### src/fmnt_pkg.sv
package fmnt_pkg;

	// field widths
	localparam int KIND_W    = 2;
	localparam int CHAN_W    = 4;
	localparam int KEY_W     = 7;
	localparam int SKEY_W    = 9;
	localparam int OFS_W     = 6;
	localparam int CFG_W     = 5;
	localparam int CFG_IDX_W = 2;

	// store geometry
	localparam int KEYS         = 128;
	localparam int CHANNELS_DEF = 16;

	// remainder unit: one quotient bit per cycle over the sum magnitude
	localparam int DIV_STEPS = OFS_W;
	localparam int DIV_CNT_W = $clog2(DIV_STEPS);

	// event kinds
	localparam logic [KIND_W-1:0] KIND_NOTE_ON  = 2'd0;
	localparam logic [KIND_W-1:0] KIND_NOTE_OFF = 2'd1;
	localparam logic [KIND_W-1:0] KIND_CHOKE    = 2'd2;
	localparam logic [KIND_W-1:0] KIND_EXPR     = 2'd3;

	// register indexes
	localparam logic [CFG_IDX_W-1:0] CFG_SEED_FIRST  = 2'd0;
	localparam logic [CFG_IDX_W-1:0] CFG_SEED_SECOND = 2'd1;
	localparam logic [CFG_IDX_W-1:0] CFG_MODULO      = 2'd2;

	// register reset values
	localparam logic [CFG_W-1:0] SEED_FIRST_RST  = 5'sd0;
	localparam logic [CFG_W-1:0] SEED_SECOND_RST = 5'sd1;
	localparam logic [CFG_W-1:0] MODULO_RST      = 5'd12;

	// controller to datapath
	typedef struct packed {
		logic clr_wr;
		logic load_in;
		logic load_out;
		logic store;
		logic div_start;
		logic div_step;
		logic div_last;
		logic cfg_wr;
	} cmd_t;

	// datapath to controller
	typedef struct packed {
		logic clr_last;
		logic note_on;
	} sts_t;

endpackage

### src/fmnt_ctrl.sv
module fmnt_ctrl (
	input  logic             clk,
	input  logic             arst_n,
	input  logic             in_valid,
	output logic             in_ready,
	output logic             out_valid,
	input  logic             out_ready,
	input  logic             cfg_valid,
	output logic             cfg_ready,
	input  fmnt_pkg::sts_t   sts,
	output fmnt_pkg::cmd_t   cmd
);

	localparam logic [1:0] ST_CLEAR = 2'd0;
	localparam logic [1:0] ST_IDLE  = 2'd1;
	localparam logic [1:0] ST_EMIT  = 2'd2;
	localparam logic [1:0] ST_DIV   = 2'd3;

	localparam logic [fmnt_pkg::DIV_CNT_W-1:0] DIV_LAST =
		fmnt_pkg::DIV_CNT_W'(fmnt_pkg::DIV_STEPS - 1);

	logic [1:0]                       state_q;
	logic [1:0]                       state_nxt;
	logic [fmnt_pkg::DIV_CNT_W-1:0]   div_cnt_q;
	logic                             out_valid_q;

	// handshakes
	assign in_ready  = (state_q == ST_IDLE);
	assign cfg_ready = (state_q == ST_IDLE) || (state_q == ST_CLEAR);
	assign out_valid = out_valid_q;

	// commands
	always_comb begin
		cmd           = '0;
		cmd.clr_wr    = (state_q == ST_CLEAR);
		cmd.load_in   = in_valid && in_ready;
		cmd.load_out  = (state_q == ST_EMIT) && (!out_valid_q || out_ready);
		cmd.store     = cmd.load_out && sts.note_on;
		cmd.div_start = cmd.load_out && sts.note_on;
		cmd.div_step  = (state_q == ST_DIV);
		cmd.div_last  = (state_q == ST_DIV) && (div_cnt_q == DIV_LAST);
		cmd.cfg_wr    = cfg_valid && cfg_ready;
	end

	// next state
	always_comb begin
		state_nxt = state_q;
		case (state_q)
			ST_CLEAR: if (sts.clr_last) state_nxt = ST_IDLE;
			ST_IDLE:  if (cmd.load_in) state_nxt = ST_EMIT;
			ST_EMIT: begin
				if (cmd.load_out) state_nxt = sts.note_on ? ST_DIV : ST_IDLE;
			end
			ST_DIV:   if (cmd.div_last) state_nxt = ST_IDLE;
			default:  state_nxt = ST_IDLE;
		endcase
	end

	always_ff @(posedge clk or negedge arst_n) begin
		if (!arst_n) begin
			state_q     <= ST_CLEAR;
			div_cnt_q   <= '0;
			out_valid_q <= 1'b0;
		end else begin
			state_q <= state_nxt;
			// remainder step count
			if (cmd.div_start) div_cnt_q <= '0;
			else if (cmd.div_step) div_cnt_q <= div_cnt_q + 1'b1;
			// output register occupancy
			if (cmd.load_out) out_valid_q <= 1'b1;
			else if (out_ready) out_valid_q <= 1'b0;
		end
	end

endmodule

### config.mk
export PLATFORM = sky130hd
export DESIGN_NAME = fmnt_ctrl
export DESIGN_NICKNAME = d
export VERILOG_FILES = /design/src/fmnt_pkg.sv /design/src/fmnt_ctrl.sv
export SDC_FILE = /design/constraint.sdc
export NUM_CORES = 1
export LEC_CHECK = 0
export ABC_AREA = 1
export BUFFER_PORTS_ARGS = -buffer_cell sky130_fd_sc_hd__buf_4
export CAP_MARGIN = 0
export CORE_AREA = 5 5 42 44
export DETAILED_ROUTE_END_ITERATION = 7
export DIE_AREA = 0 0 47 49
export PLACE_DENSITY_LB_ADDON = 0.12
export SETUP_SLACK_MARGIN = 0.02
export SYNTH_ARGS = -nofsm -noshare
export SYNTH_HDL_FRONTEND = slang
export SYNTH_SLANG_ARGS = --single-unit
export TNS_END_PERCENT = 20
### constraint.sdc
create_clock -name clk -period 1.28 [get_ports clk]
set_input_delay 0.128 -clock clk [delete_from_list [all_inputs] [get_ports clk]]
set_output_delay 0.128 -clock clk [all_outputs]
set_load 0.02 [all_outputs]
==> qor.yml, run 1 <==
outcome: "complete, but fails checks"
failed_checks: "negative setup slack"
max-vdd-ir-drop_v: 0.00118
relative_slew_slack_pct: 88.5
transition_time_of_the_tightest_slew_check_pin_ps: 171
crit_path_cell_trace: "inv_4, ha_4, or2_4, buf_6"
cp-end-kind: "output pin"
fin_worst_hold_slack_ps: 126
power.share.switching_pct: 43.4
critical-path-max-stage-delay_ps: 450
cts_max_path_buffers: 2
drive_gt1_share_pct: 53.3
hold_class: "in -> reg"
fmax_ghz: 0.706
seq_area_frac_synth_pct: 30.5
floorplan.rows: 14
cp_data_required_time_ps: 1150
mappedNetlistArea_um2: 492
cell_internal_pwr_w: 0.00109
p_comb_share_pct: 70.8
worstSetupPathType: "reg -> out"
finalPower_w: 0.00193
clkLatencyLatePin_ps: 240
number_of_antenna_violations_at_the_first_check_in_global_routing: 0
floorplan.io_pins: 18
first_iter_violations: 3
crit_family: "flip-flops"
top_library_cells_by_usage_in_the_layout_fill_and_taps_aside: "buf_4, nand2_1, inv_1, buf_6, dfrtp_1"
most_frequent_standard_cell_in_the_layout_excluding_fill_and_tap_cells: "buf_4"
grt_pass1_wl_um: 1900
total_switching_power_w: 0.000836
grt.overflow.total: 0
area.growth.synth_to_final_pct: 68.7
drt_first_pass_iters: 4
kind_of_start_point_of_the_critical_path: "flip-flop"
rsz0062_at_grt: "yes"
gp_routability_congestion: 0.695
synth.ff_latch_count: 6
vias: 463
ant_nets: 0
timing.critical_path.buf_inv: 2
clock-skew-final_ps: 0.638
final_cells: 106
floorplan.die.height_um: 49
ctsRootBufferMaster: "clkbuf_4"
post_drt_via_cell_ratio: 4.37
clkPwrFrac_pct: 9.0
synthesis.area_per_instance_um2: 8.06
grt_max_degree: 7
crit_slowest_cell: "dfrtp_2"
via_count_of_the_first_global_routing_pass: 444
floorplan.initialDensity_pct: 35.1
final_hold_viol_count: 0
min-delay-start: "out_ready"
post_synthesis_cell_count: 61
synth-warning-count: 0
critical_path_arrival_ps: 1290
h-tree-depth: 1
total_leakage_power_nw: 0.444
pwr_density_cell_nw_per_um2: 2320
cts.clk_slew.worst_paths_ps: 40
detailed_place_hpwl_um: 878
setup_violations: 10
final_period_minus_worst_setup_slack_ps: 1420
remaining_drc_errors: 0
final_min_period_over_clock_period_pct: 111
core_um2: 1400
worst_r2r_startpoint: "state_q[1]"
placement.setup.worst_slack_ps: -15.4
reported_max_cap_violation_count: 0
routedWlPerCell_um: 11.8
gr-usage-all-layers_pct: 11.7
die_area_um2: 2300
tritoncts: "done"
synth.net_count: 75
die_width_um: 47
insertedDiodeCount: 0
io_buffers: 17
launch_point_of_the_worst_path: "state_q[0]"
setup_ws_ps: -137
clock_sinks: 6
crit_fanout: 4
netlist-cell-type-count: 18
nets_final: 106
drt-total-wl_um: 1250
sequentialPowerShare_pct: 20.3
cts_made_buffers: 3
place.detailed.instances: 93
maxSlewViolCount: 0
[area by class of cell]
cell class | instances | area (µm²)
clock buffers | 3 | 22.5
repair buffers | 27 | 239
inverters | 15 | 58.8
fillers | 138 | 572
multi-input cells | 39 | 338
flip-flops and latches | 6 | 151
well taps | 16 | 20.0
[power groups by stage]
stage / Clock (W) / Combinational, W / Sequential (W)
finish: 0.000172 / 0.00136 / 0.000390
global route: 0.000198 / 0.00147 / 0.000404
CTS: 0.000185 / 0.00129 / 0.000380
detailed placement: 0 / 0.000963 / 0.000366
global placement: 0 / 0.000952 / 0.000359
floorplan: 0 / 0.000656 / 0.000362
[cells in the mapped netlist (all sizes together)]
cell     n  area share [%]
nor2     6             8.1
o21ai    2             2.0
nand2   16              15
buf      1             1.5
dfrtp    6              31
nand3    1             2.0
xnor2    2             3.6
inv     15              11
o21a     1             1.5
or2      1             1.3
a21boi   1             2.3
ha       7              18
o21bai   2             3.1
[final timing paths]
kind | depth (start not counted) | to | slack [ps]
setup / recovery | 4 | cfg_ready | -140
setup reg to reg | 7 | state_q[0] | -30
hold / removal | 2 | out_valid | 130
min in group asynchronous | 2 | out_valid | 230
hold reg to reg | 3 | div_cnt_q[2] | 570
max in group asynchronous | 2 | state_q[0] | 920
[through the flow]
stage | area, µm² | setup TNS (ps) | util (%)
5_1_grt | 830 | -1520 | 59.2
4_1_cts | 806 | -627 | 57.5
6_report | 830 | -677 | 59.2
3_3_place_gp | 634 | 0 | 45.3
3_5_place_dp | 634 | -15.4 | 45.3
2_1_floorplan | 494 | 0 | -
[cell families after synthesis]
kind of cell | count (synthesis) | synth area share [%]
AND/OR/NAND/NOR | 24 | 26.2
flip-flops | 6 | 30.5
AO/OA/AOI/OAI | 6 | 8.91
buffers and inverters | 16 | 13.0
adder cells (fa/ha/maj) | 7 | 17.8
XOR/XNOR | 2 | 3.56
[state kept, by name, summed over array words and instances, names as in the netlist]
register	cells
out_valid	1
state_q	2
div_cnt_q	3
[what timing repair did]
item / in CTS / in global routing
buffers inserted: 8 / 1
pin swaps: 6 / 3
endpoints found under the setup margin: 11 / 14
endpoints found under the hold margin: 6 / 0
gates resized for setup: 20 / 4
hold buffers: 1 / 0
[layer usage]
metal,vias to the layer above,share of wire (%),GRT usage [%]
met5,-,0,0
met4,0,1.8,5.53
met3,2,6.5,5.54
met2,12,53,18.6
met1,212,38,12.4
li1,237,-,-
Power figures use the tool's default switching activity.
==> inputs of run 2 (changes only) <==
BUFFER_PORTS_ARGS = -buffer_cell sky130_fd_sc_hd__clkbuf_2   (was -buffer_cell sky130_fd_sc_hd__buf_4)
REMOVE_ABC_BUFFERS = 1   (was unset)
==> qor.yml, run 2 (same netlist as run 1, synthesis figures left out) <==
outcome: "complete, but fails checks"
failed_checks: "negative setup slack"
finalPower_w: 0.00172
rsz0062_at_grt: "yes"
cts.clk_slew.worst_paths_ps: 50
floorplan.initialDensity_pct: 35.1
clock_sinks: 6
max-vdd-ir-drop_v: 0.00121
cp-end-kind: "output pin"
reported_max_cap_violation_count: 0
kind_of_start_point_of_the_critical_path: "flip-flop"
p_comb_share_pct: 68.5
crit_fanout: 4
grt_max_degree: 7
vias: 436
seqCellArea_um2: 151
critical_path_arrival_ps: 1250
most_frequent_standard_cell_in_the_layout_excluding_fill_and_tap_cells: "nand2_1"
clkLatencyLatePin_ps: 240
grt.overflow.total: 0
dpl-instance-area_um2: 612
gr-usage-all-layers_pct: 9.96
relative_slew_slack_pct: 88.4
worstSetupPathType: "reg -> out"
io_buffers: 17
drt_first_pass_iters: 4
die_area_um2: 2300
gp_routability_congestion: 0.731
post-route-cell-area_um2: 778
largest_reg_flops: 3
top_library_cells_by_usage_in_the_layout_fill_and_taps_aside: "nand2_1, inv_1, buf_4, clkbuf_2, dfrtp_1"
core_um2: 1400
sequentialPowerShare_pct: 21.4
routedWlPerCell_um: 9.85
cts_made_buffers: 3
h-tree-depth: 1
hold_class: "in -> reg"
power.share.switching_pct: 44.6
floorplan.rows: 14
die_width_um: 47
ff2ff_setup_slack_ps: 30
transition_time_of_the_tightest_slew_check_pin_ps: 174
tritoncts: "done"
cp_data_required_time_ps: 1150
regMostFlops: "div_cnt_q"
total_switching_power_w: 0.000768
final_min_period_over_clock_period_pct: 108
fin_worst_hold_slack_ps: 129
number_of_antenna_violations_at_the_first_check_in_global_routing: 0
fmax_ghz: 0.726
ctsRootBufferMaster: "clkbuf_4"
detailed_place_hpwl_um: 799
area.growth.synth_to_final_pct: 58.3
post_drt_via_cell_ratio: 4.23
grt_pass1_wl_um: 1640
final_period_minus_worst_setup_slack_ps: 1380
ant_nets: 0
cts_max_path_buffers: 2
total_leakage_power_nw: 0.422
clock-skew-final_ps: 6.06
remaining_drc_errors: 0
nets_final: 103
maxSlewViolCount: 0
fillCellCount: 136
final_hold_viol_count: 0
setup_violations: 8
drive_gt1_share_pct: 51.7
insertedDiodeCount: 0
via_count_of_the_first_global_routing_pass: 409
clkPwrFrac_pct: 10.1
drt-total-wl_um: 1020
placement.setup.worst_slack_ps: -41.8
floorplan.io_pins: 18
floorplan.die.height_um: 49
pwr_density_cell_nw_per_um2: 2210
first_iter_violations: 2
multiInputGateArea_um2: 338
setup_ws_ps: -98.3
cell_internal_pwr_w: 0.000953
[run 2: changes by cell type in the layout (fill, tap and decap cells not counted), sizes merged]
cell,delta
clkbuf,+10
buf,-13
[run 2: power by group through the flow]
stage / sequential [W] / clock [W] / combinational, W
after floorplan: 0.000362 / 0 / 0.000645
after global placement: 0.000357 / 0 / 0.000899
after detailed placement: 0.000359 / 0 / 0.000894
after CTS: 0.000363 / 0.000182 / 0.00115
after global routing: 0.000380 / 0.000193 / 0.00130
final: 0.000369 / 0.000174 / 0.00118
[run 2: layout make-up]
type,instances,share of cell area (%)
Inverter,15,7.56
Multi-Input combinational cell,39,43.4
Sequential cell,6,19.5
Timing Repair Buffer,24,24.1
Tap cell,16,2.57
Clock buffer,3,2.89
[run 2: routing by layer]
layer  vias to the layer above  track usage [%]  part of all wire, %
met5                         -                0                    0
met4                         0             2.76                 0.89
met3                         2             5.54                  5.7
met2                         9             16.5                   51
met1                       192             10.4                   42
li1                        233                -                    -
[run 2: repair_timing]
action | in CTS | in global routing
setup buffers | 3 | 0
pin swaps | 4 | 3
gates resized for setup | 22 | 13
endpoints found under the setup margin | 13 | 14
gates cloned | 0 | 0
hold endpoints to repair | 6 | 0
hold buffers | 1 | 0
[run 2: per-stage QoR]
step / util, % / TNS [ps] / cells
after floorplan: - / -73.7 / 60
after global placement: 43.7 / -48.6 / 96
after detailed placement: 43.7 / -84.4 / 96
after CTS: 54.6 / -802 / 103
after global routing: 55.5 / -1220 / 103
final: 55.5 / -490 / 103
[run 2: worst max-delay path, stage by stage (launching register included)]
cell,delay (ps)
dfrtp_2,440
buf_4,160
ha_4,170
inv_2,60
nor2_2,40
buf_4,150
[run 2: final timing paths]
check,end,cells past startpoint,from
max in group asynchronous,state_q[0],2,arst_n
min in group asynchronous,out_valid,2,arst_n
worst min register to register,div_cnt_q[2],3,div_cnt_q[2]
worst max register to register,state_q[0],6,state_q[0]
worst min-delay path,out_valid,2,out_ready
worst max-delay path,cmd[1],5,state_q[0]
